## config.mk

```make
export PLATFORM = sky130hd
export DESIGN_NAME = three_class_priority_job_queue_top_flat
export DESIGN_NICKNAME = d
export VERILOG_FILES = /design/src/hdl/tcpjq_pkg.sv /design/src/hdl/tcpjq_ifs.sv /design/src/hdl/three_class_priority_job_queue_top.sv /design/src/hdl/tcpjq_fifo.sv /design/src/flat_wrapper.sv
export SDC_FILE = /design/constraint.sdc
export NUM_CORES = 1
export LEC_CHECK = 0
export CORE_ASPECT_RATIO = 0.8
export CORE_MARGIN = 8
export CORE_UTILIZATION = 60
export CTS_BUF_LIST = sky130_fd_sc_hd__clkbuf_4
export DETAILED_ROUTE_END_ITERATION = 8
export DONT_BUFFER_PORTS = 1
export GPL_ROUTABILITY_DRIVEN = 0
export PLACE_DENSITY = 0.75
export SYNTH_ARGS = -nofsm -noshare
export SYNTH_HDL_FRONTEND = slang
export SYNTH_SLANG_ARGS = --single-unit
```

## constraint.sdc

```tcl
create_clock -name i_clk -period 5.1 [get_ports i_clk]
set_input_delay 0.255 -clock i_clk [delete_from_list [all_inputs] [get_ports i_clk]]
set_output_delay 0.255 -clock i_clk [all_outputs]
set_load 0.005 [all_outputs]
```

## src/hdl/tcpjq_pkg.sv

```systemverilog
`timescale 1ns / 1ps
// Shared types and constants for the three-class priority job queue.
// No dependencies; every other file imports this package.
package tcpjq_pkg;

    // Storage sizing
    localparam int QUEUE_DEPTH = 16;
    localparam int TAG_BITS    = 16;

    // Fixed field widths
    localparam int TAG_W    = 16;
    localparam int CLASS_W  = 2;
    localparam int STATUS_W = 2;
    localparam int BURST_W  = 8;

    localparam int PTR_BITS   = (QUEUE_DEPTH > 1) ? $clog2(QUEUE_DEPTH) : 1;
    localparam int CNT_BITS   = $clog2(QUEUE_DEPTH + 1);
    localparam int STORE_BITS = (TAG_BITS < TAG_W) ? TAG_BITS : TAG_W;

    localparam logic [BURST_W-1:0] BURST_RESET = 8'd10;
    localparam logic [BURST_W-1:0] RUN_MAX     = 8'd255;

    // APB register map
    localparam int APB_ADDR_W = 3;
    localparam int APB_DATA_W = 32;
    localparam logic REG_BURST_LIMIT = 1'b0;   // word index, paddr[2]

    typedef enum logic {
        OP_PUSH = 1'b0,
        OP_POP  = 1'b1
    } t_opcode;

    typedef enum logic [CLASS_W-1:0] {
        CLS_CRIT = 2'd0,
        CLS_CTRL = 2'd1,
        CLS_BACK = 2'd2
    } t_class;

    typedef enum logic [STATUS_W-1:0] {
        ST_OK    = 2'd0,
        ST_FULL  = 2'd1,
        ST_EMPTY = 2'd2
    } t_status;

    // Queue status seen by the arbiter
    typedef struct packed {
        logic full;
        logic empty;
    } t_fifo_stat;

endpackage

```

## src/hdl/tcpjq_ifs.sv

```systemverilog
`timescale 1ns / 1ps
// Valid/ready channel interfaces for job beats and result beats.
// Depends on tcpjq_pkg for field widths.
interface tcpjq_job_if;
    import tcpjq_pkg::*;
    logic               valid;
    logic               ready;
    logic               opcode;
    logic [CLASS_W-1:0] job_class;
    logic [TAG_W-1:0]   job_tag;

    modport source (output valid, output opcode, output job_class, output job_tag,
                    input ready);
    modport sink   (input valid, input opcode, input job_class, input job_tag,
                    output ready);
endinterface

interface tcpjq_res_if;
    import tcpjq_pkg::*;
    logic                valid;
    logic                ready;
    logic [STATUS_W-1:0] status;
    logic [TAG_W-1:0]    popped_tag;
    logic [CLASS_W-1:0]  popped_class;

    modport source (output valid, output status, output popped_tag, output popped_class,
                    input ready);
    modport sink   (input valid, input status, input popped_tag, input popped_class,
                    output ready);
endinterface

```

## src/hdl/three_class_priority_job_queue_top.sv

```systemverilog
`timescale 1ns / 1ps
// Top level of the three-class priority job queue: job/result channels, APB register.
// Depends on tcpjq_pkg, tcpjq_ifs (channel interfaces) and tcpjq_fifo.
//
// Three FIFOs of job tags (critical, control, background) sit behind one job
// channel. A push beat stores its tag in the queue of its class (class 3 goes to
// background); a push to a full queue is dropped and reports status 1. A pop beat
// serves critical first, then background when control is empty or the run of
// back-to-back control pops has reached control_burst_limit (APB offset 0x0,
// reset 10, 0 means background always wins), otherwise control. A pop with all
// queues empty reports status 2. Every job beat yields exactly one result beat,
// in order. Throughput is one beat per clock while the result side keeps up: the
// beat lands in an input register, and the whole queue decision plus the head
// read and pointer update is done combinationally against the live queue state
// as the beat leaves that register, so back-to-back beats see each other's
// effect. The decision is then registered in the result register, which drives the result beat.
// The result register decouples the two sides: a new job is taken while a
// finished result still waits, and backpressure only stalls once both stages
// are full. The user must write the burst limit only while the block is idle (not enforced).
module three_class_priority_job_queue_top
    import tcpjq_pkg::*;
(
    input  logic                  i_clk,
    input  logic                  i_rst_n,
    tcpjq_job_if.sink             i_job,
    tcpjq_res_if.source           o_res,
    input  logic                  psel,
    input  logic                  penable,
    input  logic                  pwrite,
    input  logic [APB_ADDR_W-1:0] paddr,
    input  logic [APB_DATA_W-1:0] pwdata,
    output logic [APB_DATA_W-1:0] prdata,
    output logic                  pready
);

    // ---------------- APB register ----------------
    logic [BURST_W-1:0] r_burst;

    assign pready = 1'b1;

    always_ff @(posedge i_clk) begin
        if (!i_rst_n) begin
            r_burst <= BURST_RESET;
        end else if (psel && penable && pwrite && pready && paddr[2] == REG_BURST_LIMIT) begin
            r_burst <= pwdata[BURST_W-1:0];
        end
    end

    assign prdata = (paddr[2] == REG_BURST_LIMIT) ? APB_DATA_W'(r_burst) : '0;

    // ---------------- stage 1: input register ----------------
    logic               r_in_valid;
    logic               r_in_op;
    logic [CLASS_W-1:0] r_in_cls;
    logic [TAG_W-1:0]   r_in_tag;

    logic               r_out_valid;
    logic               adv;      // stage 2 can take the held beat
    logic               fire;     // held beat is processed this cycle

    assign adv         = !r_out_valid || o_res.ready;
    assign fire        = r_in_valid && adv;
    assign i_job.ready = !r_in_valid || adv;

    always_ff @(posedge i_clk) begin
        if (!i_rst_n) begin
            r_in_valid <= 1'b0;
        end else if (i_job.valid && i_job.ready) begin
            r_in_valid <= 1'b1;
        end else if (adv) begin
            r_in_valid <= 1'b0;
        end
    end

    always_ff @(posedge i_clk) begin
        if (i_job.valid && i_job.ready) begin
            r_in_op  <= i_job.opcode;
            r_in_cls <= i_job.job_class;
            r_in_tag <= i_job.job_tag;
        end
    end

    // ---------------- queues ----------------
    t_fifo_stat            stat  [3];
    logic [STORE_BITS-1:0] rdata [3];
    logic [2:0]            push_en;
    logic [2:0]            pop_en;

    for (genvar g = 0; g < 3; g++) begin : g_q
        tcpjq_fifo u_fifo (
            .i_clk   (i_clk),
            .i_rst_n (i_rst_n),
            .i_push  (push_en[g]),
            .i_pop   (pop_en[g]),
            .i_wdata (r_in_tag[STORE_BITS-1:0]),
            .o_rdata (rdata[g]),
            .o_stat  (stat[g])
        );
    end

    // ---------------- stage 2: decision ----------------
    logic [BURST_W-1:0] r_run, n_run;
    t_class             push_cls;
    t_class             pop_cls;
    logic               any_ready;
    t_status            n_status;
    logic [TAG_W-1:0]   n_tag;
    t_class             n_cls;

    // class 3 on a push is folded into background
    always_comb begin
        unique case (r_in_cls)
            CLS_CRIT: push_cls = CLS_CRIT;
            CLS_CTRL: push_cls = CLS_CTRL;
            default:  push_cls = CLS_BACK;
        endcase
    end

    // strict priority with the control burst limit
    always_comb begin
        any_ready = 1'b1;
        priority if (!stat[CLS_CRIT].empty) begin
            pop_cls = CLS_CRIT;
        end else if (!stat[CLS_BACK].empty && (stat[CLS_CTRL].empty || r_run >= r_burst)) begin
            pop_cls = CLS_BACK;
        end else if (!stat[CLS_CTRL].empty) begin
            pop_cls = CLS_CTRL;
        end else begin
            pop_cls   = CLS_CRIT;
            any_ready = 1'b0;
        end
    end

    always_comb begin
        push_en  = '0;
        pop_en   = '0;
        n_run    = r_run;
        n_status = ST_OK;
        n_tag    = '0;
        n_cls    = CLS_CRIT;
        if (r_in_op == OP_PUSH) begin
            if (stat[push_cls].full) begin
                n_status = ST_FULL;
            end else begin
                push_en[push_cls] = fire;
            end
        end else if (!any_ready) begin
            n_status = ST_EMPTY;
        end else begin
            pop_en[pop_cls] = fire;
            n_tag           = TAG_W'(rdata[pop_cls]);
            n_cls           = pop_cls;
            if (pop_cls == CLS_CTRL) begin
                if (r_run != RUN_MAX) begin
                    n_run = r_run + 1'b1;
                end
            end else begin
                n_run = '0;
            end
        end
    end

    always_ff @(posedge i_clk) begin
        if (!i_rst_n) begin
            r_run <= '0;
        end else if (fire) begin
            r_run <= n_run;
        end
    end

    // ---------------- result register ----------------
    logic [STATUS_W-1:0] r_out_status;
    logic [TAG_W-1:0]    r_out_tag;
    logic [CLASS_W-1:0]  r_out_cls;

    always_ff @(posedge i_clk) begin
        if (!i_rst_n) begin
            r_out_valid <= 1'b0;
        end else if (fire) begin
            r_out_valid <= 1'b1;
        end else if (o_res.ready) begin
            r_out_valid <= 1'b0;
        end
    end

    always_ff @(posedge i_clk) begin
        if (fire) begin
            r_out_status <= n_status;
            r_out_tag    <= n_tag;
            r_out_cls    <= n_cls;
        end
    end

    assign o_res.valid        = r_out_valid;
    assign o_res.status       = r_out_status;
    assign o_res.popped_tag   = r_out_tag;
    assign o_res.popped_class = r_out_cls;

    // ---------------- checks ----------------
    // A waiting critical tag always wins a pop
    a_crit_first: assert property (@(posedge i_clk) disable iff (!i_rst_n)
        (fire && r_in_op == OP_POP && !stat[CLS_CRIT].empty)
        |=> (r_out_status == ST_OK && r_out_cls == CLS_CRIT))
        else $error("critical tag bypassed");

    // Any non-control pop restarts the control run
    a_run_clear: assert property (@(posedge i_clk) disable iff (!i_rst_n)
        (fire && r_in_op == OP_POP && any_ready && pop_cls != CLS_CTRL) |=> (r_run == '0))
        else $error("control run not cleared");

    // Empty and push results carry no tag or class
    a_no_tag: assert property (@(posedge i_clk) disable iff (!i_rst_n)
        (fire && !(r_in_op == OP_POP && any_ready))
        |=> (r_out_tag == '0 && r_out_cls == CLS_CRIT))
        else $error("stray tag on non-pop result");

endmodule

```

## src/hdl/tcpjq_fifo.sv

```systemverilog
`timescale 1ns / 1ps
// One tag FIFO: flop storage, head/tail pointers and fill count.
// Depends on tcpjq_pkg. Push and pop are never asserted together.
module tcpjq_fifo
    import tcpjq_pkg::*;
(
    input  logic                  i_clk,
    input  logic                  i_rst_n,
    input  logic                  i_push,
    input  logic                  i_pop,
    input  logic [STORE_BITS-1:0] i_wdata,
    output logic [STORE_BITS-1:0] o_rdata,
    output t_fifo_stat            o_stat
);

    logic [STORE_BITS-1:0] r_mem [QUEUE_DEPTH];
    logic [PTR_BITS-1:0]   r_head, n_head;
    logic [PTR_BITS-1:0]   r_tail, n_tail;
    logic [CNT_BITS-1:0]   r_count, n_count;

    function automatic logic [PTR_BITS-1:0] ptr_inc(input logic [PTR_BITS-1:0] p);
        logic [PTR_BITS-1:0] q;
        if (p == PTR_BITS'(QUEUE_DEPTH - 1)) begin
            q = '0;
        end else begin
            q = p + 1'b1;
        end
        return q;
    endfunction

    always_comb begin
        n_head  = r_head;
        n_tail  = r_tail;
        n_count = r_count;
        if (i_push) begin
            n_tail  = ptr_inc(r_tail);
            n_count = r_count + 1'b1;
        end else if (i_pop) begin
            n_head  = ptr_inc(r_head);
            n_count = r_count - 1'b1;
        end
    end

    always_ff @(posedge i_clk) begin
        if (!i_rst_n) begin
            r_head  <= '0;
            r_tail  <= '0;
            r_count <= '0;
        end else begin
            r_head  <= n_head;
            r_tail  <= n_tail;
            r_count <= n_count;
        end
    end

    always_ff @(posedge i_clk) begin
        if (i_push) begin
            r_mem[r_tail] <= i_wdata;
        end
    end

    assign o_rdata      = r_mem[r_head];
    assign o_stat.full  = (r_count == CNT_BITS'(QUEUE_DEPTH));
    assign o_stat.empty = (r_count == '0);

    // Arbiter must never overfill or underflow a queue
    a_no_push_full: assert property (@(posedge i_clk) disable iff (!i_rst_n)
        !(i_push && o_stat.full))
        else $error("push into full queue");

    a_no_pop_empty: assert property (@(posedge i_clk) disable iff (!i_rst_n)
        !(i_pop && o_stat.empty))
        else $error("pop from empty queue");

    // Pointers and count stay coherent: equal pointers mean empty or full
    a_ptr_count: assert property (@(posedge i_clk) disable iff (!i_rst_n)
        (r_head == r_tail) |-> (o_stat.empty || o_stat.full))
        else $error("pointer/count mismatch");

endmodule

```

## src/flat_wrapper.sv

```systemverilog
// flat-port wrapper written by rule: the top's interface ports become plain ports
module three_class_priority_job_queue_top_flat import tcpjq_pkg::*;
  (i_clk, i_rst_n, psel, penable, pwrite, paddr, pwdata, prdata, pready, i_job_valid, i_job_opcode, i_job_job_class, i_job_job_tag, i_job_ready, o_res_valid, o_res_status, o_res_popped_tag, o_res_popped_class, o_res_ready);
  tcpjq_job_if i_job_i ();
  tcpjq_res_if o_res_i ();
  input  logic i_clk;
  input  logic i_rst_n;
  input  logic psel;
  input  logic penable;
  input  logic pwrite;
  input  logic [APB_ADDR_W-1:0] paddr;
  input  logic [APB_DATA_W-1:0] pwdata;
  output logic [APB_DATA_W-1:0] prdata;
  output logic pready;
  input wire logic [$bits(i_job_i.valid)-1:0] i_job_valid;
  input wire logic [$bits(i_job_i.opcode)-1:0] i_job_opcode;
  input wire logic [$bits(i_job_i.job_class)-1:0] i_job_job_class;
  input wire logic [$bits(i_job_i.job_tag)-1:0] i_job_job_tag;
  output wire logic [$bits(i_job_i.ready)-1:0] i_job_ready;
  output wire logic [$bits(o_res_i.valid)-1:0] o_res_valid;
  output wire logic [$bits(o_res_i.status)-1:0] o_res_status;
  output wire logic [$bits(o_res_i.popped_tag)-1:0] o_res_popped_tag;
  output wire logic [$bits(o_res_i.popped_class)-1:0] o_res_popped_class;
  input wire logic [$bits(o_res_i.ready)-1:0] o_res_ready;
  assign i_job_i.valid = i_job_valid;
  assign i_job_i.opcode = i_job_opcode;
  assign i_job_i.job_class = i_job_job_class;
  assign i_job_i.job_tag = i_job_job_tag;
  assign i_job_ready = i_job_i.ready;
  assign o_res_valid = o_res_i.valid;
  assign o_res_status = o_res_i.status;
  assign o_res_popped_tag = o_res_i.popped_tag;
  assign o_res_popped_class = o_res_i.popped_class;
  assign o_res_i.ready = o_res_ready;
  three_class_priority_job_queue_top u_core (.i_clk(i_clk), .i_rst_n(i_rst_n), .i_job(i_job_i), .o_res(o_res_i), .psel(psel), .penable(penable), .pwrite(pwrite), .paddr(paddr), .pwdata(pwdata), .prdata(prdata), .pready(pready));
endmodule
```

==> metrics.md <==
| Metric | Value |
|---|---|
| Status | finished clean |
| Commonest non-fill, non-tap cell in the layout | edfxtp_1 |
| WP data required | 6000 ps |
| Cts bufs inserted | 203 |
| Drt wl/cell | 24.9 um |
| Post-Syn Area | 0.0348 mm^2 |
| Gr ovfl total | 0 |
| Initial antenna violation count | 6 |
| # Post-CTS Setup Buffers | 0 |
| Nature of the critical path endpoint | register |
| Hold Path Stages | 4 |
| GR peak layer | met2 |
| Via count | 18600 |
| Clock transition at path regs | 70 ps |
| Kind of start point of the critical path | register |
| Post-CTS Hold Fix Bufs | 67 |
| Post-synthesis sequential element count | 876 |
| Number of vias per cell | 6.09 |
| Sink Count | 876 |
| Final setup violating endpoints | 0 |
| Initial DRC count | 2045 |
| TNS Setup | 0 ps |
| Largest net degree at the start of global routing | 57 |
| Pwr Density | 361 mW/mm^2 |
| Top-area cell type share of the netlist area | 69.6% |
| Pins Over Slew Limit | 0 |
| Min-delay src | penable |
| Clock Tree Buf Depth | 3 |
| Vias in the first global route | 19100 |
| Reg-to-reg startpoint | u_core.g_q[2].u_fifo.r_count[0] |
| CP max stage cell | nor4_1 |
| Register area share after synthesis | 73.6% |
| Worst hold path class | input pin to register |
| Max incr delay on CP | 680 ps |
| Met1 global-route usage | 32.0% |
| Crit-path max FO | 14 |
| Met3 Use GR | 5.69% |
| DP HPWL | 42600 um |
| Yosys warns | 0 |
| Total die area | 0.0660 mm^2 |
| R2r worst-path depth | 9 |
| Max Freq | 304 MHz |
| Routed WL | 75900 um |
| Die width | 285 um |
| RSZ-0062 raised after global routing | no |
| Util after Layout | 68.2% |
| Critical path arrival | 4190 ps |
| Fraction of registers with async set/reset | 0% |
| I/O pin cnt | 116 |
| Number of synthesized flops with an enable pin | 807 |
| Critical R2R Capture | u_core.g_q[2].u_fifo.r_count[4] |
| Ranking of synthesized cells by area | edfxtp_1 70%, mux4_2 12%, dfxtp_1 4.0%, mux2i_1 1.9%, a21oi_1 1.3% |
| Least-Margin Pin Slew | 1300 ps |
| Crit Path Class | register to register |
| Crit path time final | 3290 ps |
| Area leader, netlist | edfxtp_1 |
| Initial DRT Pass Iterations | 5 |
| H-tree levels | 4 |
| Layout cell share with drive strength beyond 1 | 28.2% |
| Reg-to-reg slack, setup | 1810 ps |
| Cts repair resizes | 0 |
| Main synth FF type | edfxtp_1 |
| Antenna-violating nets left | 0 |
| Most used cell, CP | mux2i_1 |
| Syn Inst Count | 1852 |
| Min-Delay Endpoint | u_core.r_burst[0] |
| Final period util | 64.5% |
| Setup Skew | 54.1 ps |
| Fill cells | 3690 |
| PortBufs | 0 |
| Post-layout net count | 2208 |
| Slew Limit Headroom | 12.3% |
| VDD IR max | 0.417 mV |
| First-pass GRT wire length | 114000 um |
| P&R area growth vs syn | 13.2% |
| # rows | 79 |
| Yosys cell types | 54 |
| Final hold vios | 0 |
| TritonCTS clock tree | built |
| GRT Util Overall | 23.2% |
| Register area | 0.0256 mm^2 |
| Area of the multi-input gates | 0.00869 mm^2 |
| Clk_lat worst skew | 1010 ps |
| Number of max-cap violations | 0 |
| Die H | 231 um |
| Starting Density | 60.3% |
| Commonest non-fill, non-tap cells in the layout | 807 x edfxtp_1, 301 x clkbuf_4, 192 x mux4_2 |
| Root Buffer | clkbuf_4 |
| Core ar. | 0.0577 mm^2 |
| Critical Path, Cell by Cell | nor4_1, a21boi_0, and3_1, inv_1, ha_1, a21o_1, a21oi_1, mux2i_1, mux2i_1 |
| Avg Inst Size Synth | 18.8 um^2 |
| Leakage | 12.5 nW |
| Met2 Use GR | 35.7% |
| Drc violations | 0 |
[metrics by stage]
| step | instance area, um^2 | cells | hold WS [ps] | power, mW | worst slack, ps |
|---|---|---|---|---|---|
| after floorplan | 34900 | 1875 | 354 | 8.45 | 1650 |
| after global placement | 36000 | 2608 | 347 | 8.64 | 1980 |
| after detailed placement | 36000 | 2608 | 354 | 8.67 | 1950 |
| after CTS | 39400 | 3048 | 112 | 14.3 | 1890 |
| after global routing | 39400 | 3053 | 264 | 14.7 | 1600 |
| final | 39400 | 3053 | 280 | 14.2 | 1810 |
[cells by family after synthesis]
family                     share of synthesized area (%)
AOI/OAI and AO/OA                                   3.80
xor gates and xnor gates                           0.302
adders and majority gates                           1.36
buffers and inverters                               1.88
DFF                                                 73.6
muxes                                               14.8
other                                             0.0216
and+or+nand+nor                                     4.21
[power by group]
group | internal (mW) | switching [mW] | total (mW)
sequential | 7.88 | 0.0525 | 7.94
clock | 3.01 | 2.66 | 5.67
combinational | 0.205 | 0.421 | 0.626
total | 11.1 | 3.13 | 14.2
[worst max-delay path by stage]
stage | start | to | slack [ps] | cells after the start
4_1_cts | u_core.r_in_op | u_core.g_q[2].u_fifo.r_count[4] | 1890 | 8
3_3_place_gp | u_core.r_in_op | u_core.g_q[2].u_fifo.r_count[4] | 1980 | 8
2_1_floorplan | u_core.o_res.valid | u_core.g_q[2].u_fifo.r_mem[0][0] | 1650 | 7
5_1_grt | u_core.g_q[2].u_fifo.r_count[0] | u_core.g_q[2].u_fifo.r_count[4] | 1600 | 9
6_report | u_core.g_q[2].u_fifo.r_count[0] | u_core.g_q[2].u_fifo.r_count[4] | 1810 | 9
3_5_place_dp | u_core.r_in_op | u_core.g_q[2].u_fifo.r_count[4] | 1950 | 8
[routing by layer]
layer	vias up	wire [um]
met5	-	0
met4	0	2120
met3	137	7130
met2	935	36000
met1	9432	30700
li1	8093	-
[synth_stat cells, drive strengths merged (4+ instances only)]
cell and number:
and2 10, and3 4, clkbuf 54, nand3b 5
mux4 192, nand2 109, nor4 4, a21o 8
buf 62, or3 5, nor2b 36, a31oi 22
o21ai 23, o211ai 19, nand2b 12, xor2 8
nor3 23, ha 33, nand3 22, inv 22
or4 4, a21oi 91, nor2 62, edfxtp 807
a211oi 36, dfxtp 69, mux2 16, xnor2 4
mux2i 65
[cell type report]
| type | count | share of cell area (%) |
|---|---|---|
| repair buffers | 147 | 3.26 |
| well taps | 769 | 2.44 |
| multi-input cells | 861 | 22.1 |
| clock inverters | 72 | 1.13 |
| clock buffers | 301 | 5.74 |
| inverters | 22 | 0.210 |
| diodes | 5 | 0.0318 |
| flip-flops and latches | 876 | 65.1 |
[registers in the layout (all words and copies together), names as in the netlist, 2 cells and up, named ones only]
signal                     cells
u_core.g_q.u_fifo.r_tail      12
u_core.g_q.u_fifo.r_mem      768
u_core.g_q.u_fifo.r_count     15
u_core.r_in_cls                2
u_core.r_in_tag               16
u_core.o_res.popped_tag       16
u_core.o_res.status            2
u_core.o_res.popped_class      2
u_core.r_run                   8
u_core.g_q.u_fifo.r_head      12
u_core.r_burst                 8
[critical path, delay by kind of cell, from the launching register on]
family,cells,cell delay (ps)
AOI/OAI and AO/OA,3,630
adders and majority gates,1,320
buffers and inverters,1,310
DFF,1,360
muxes,2,470
and+or+nand+nor,2,1140
Power figures use the tool's default switching activity.
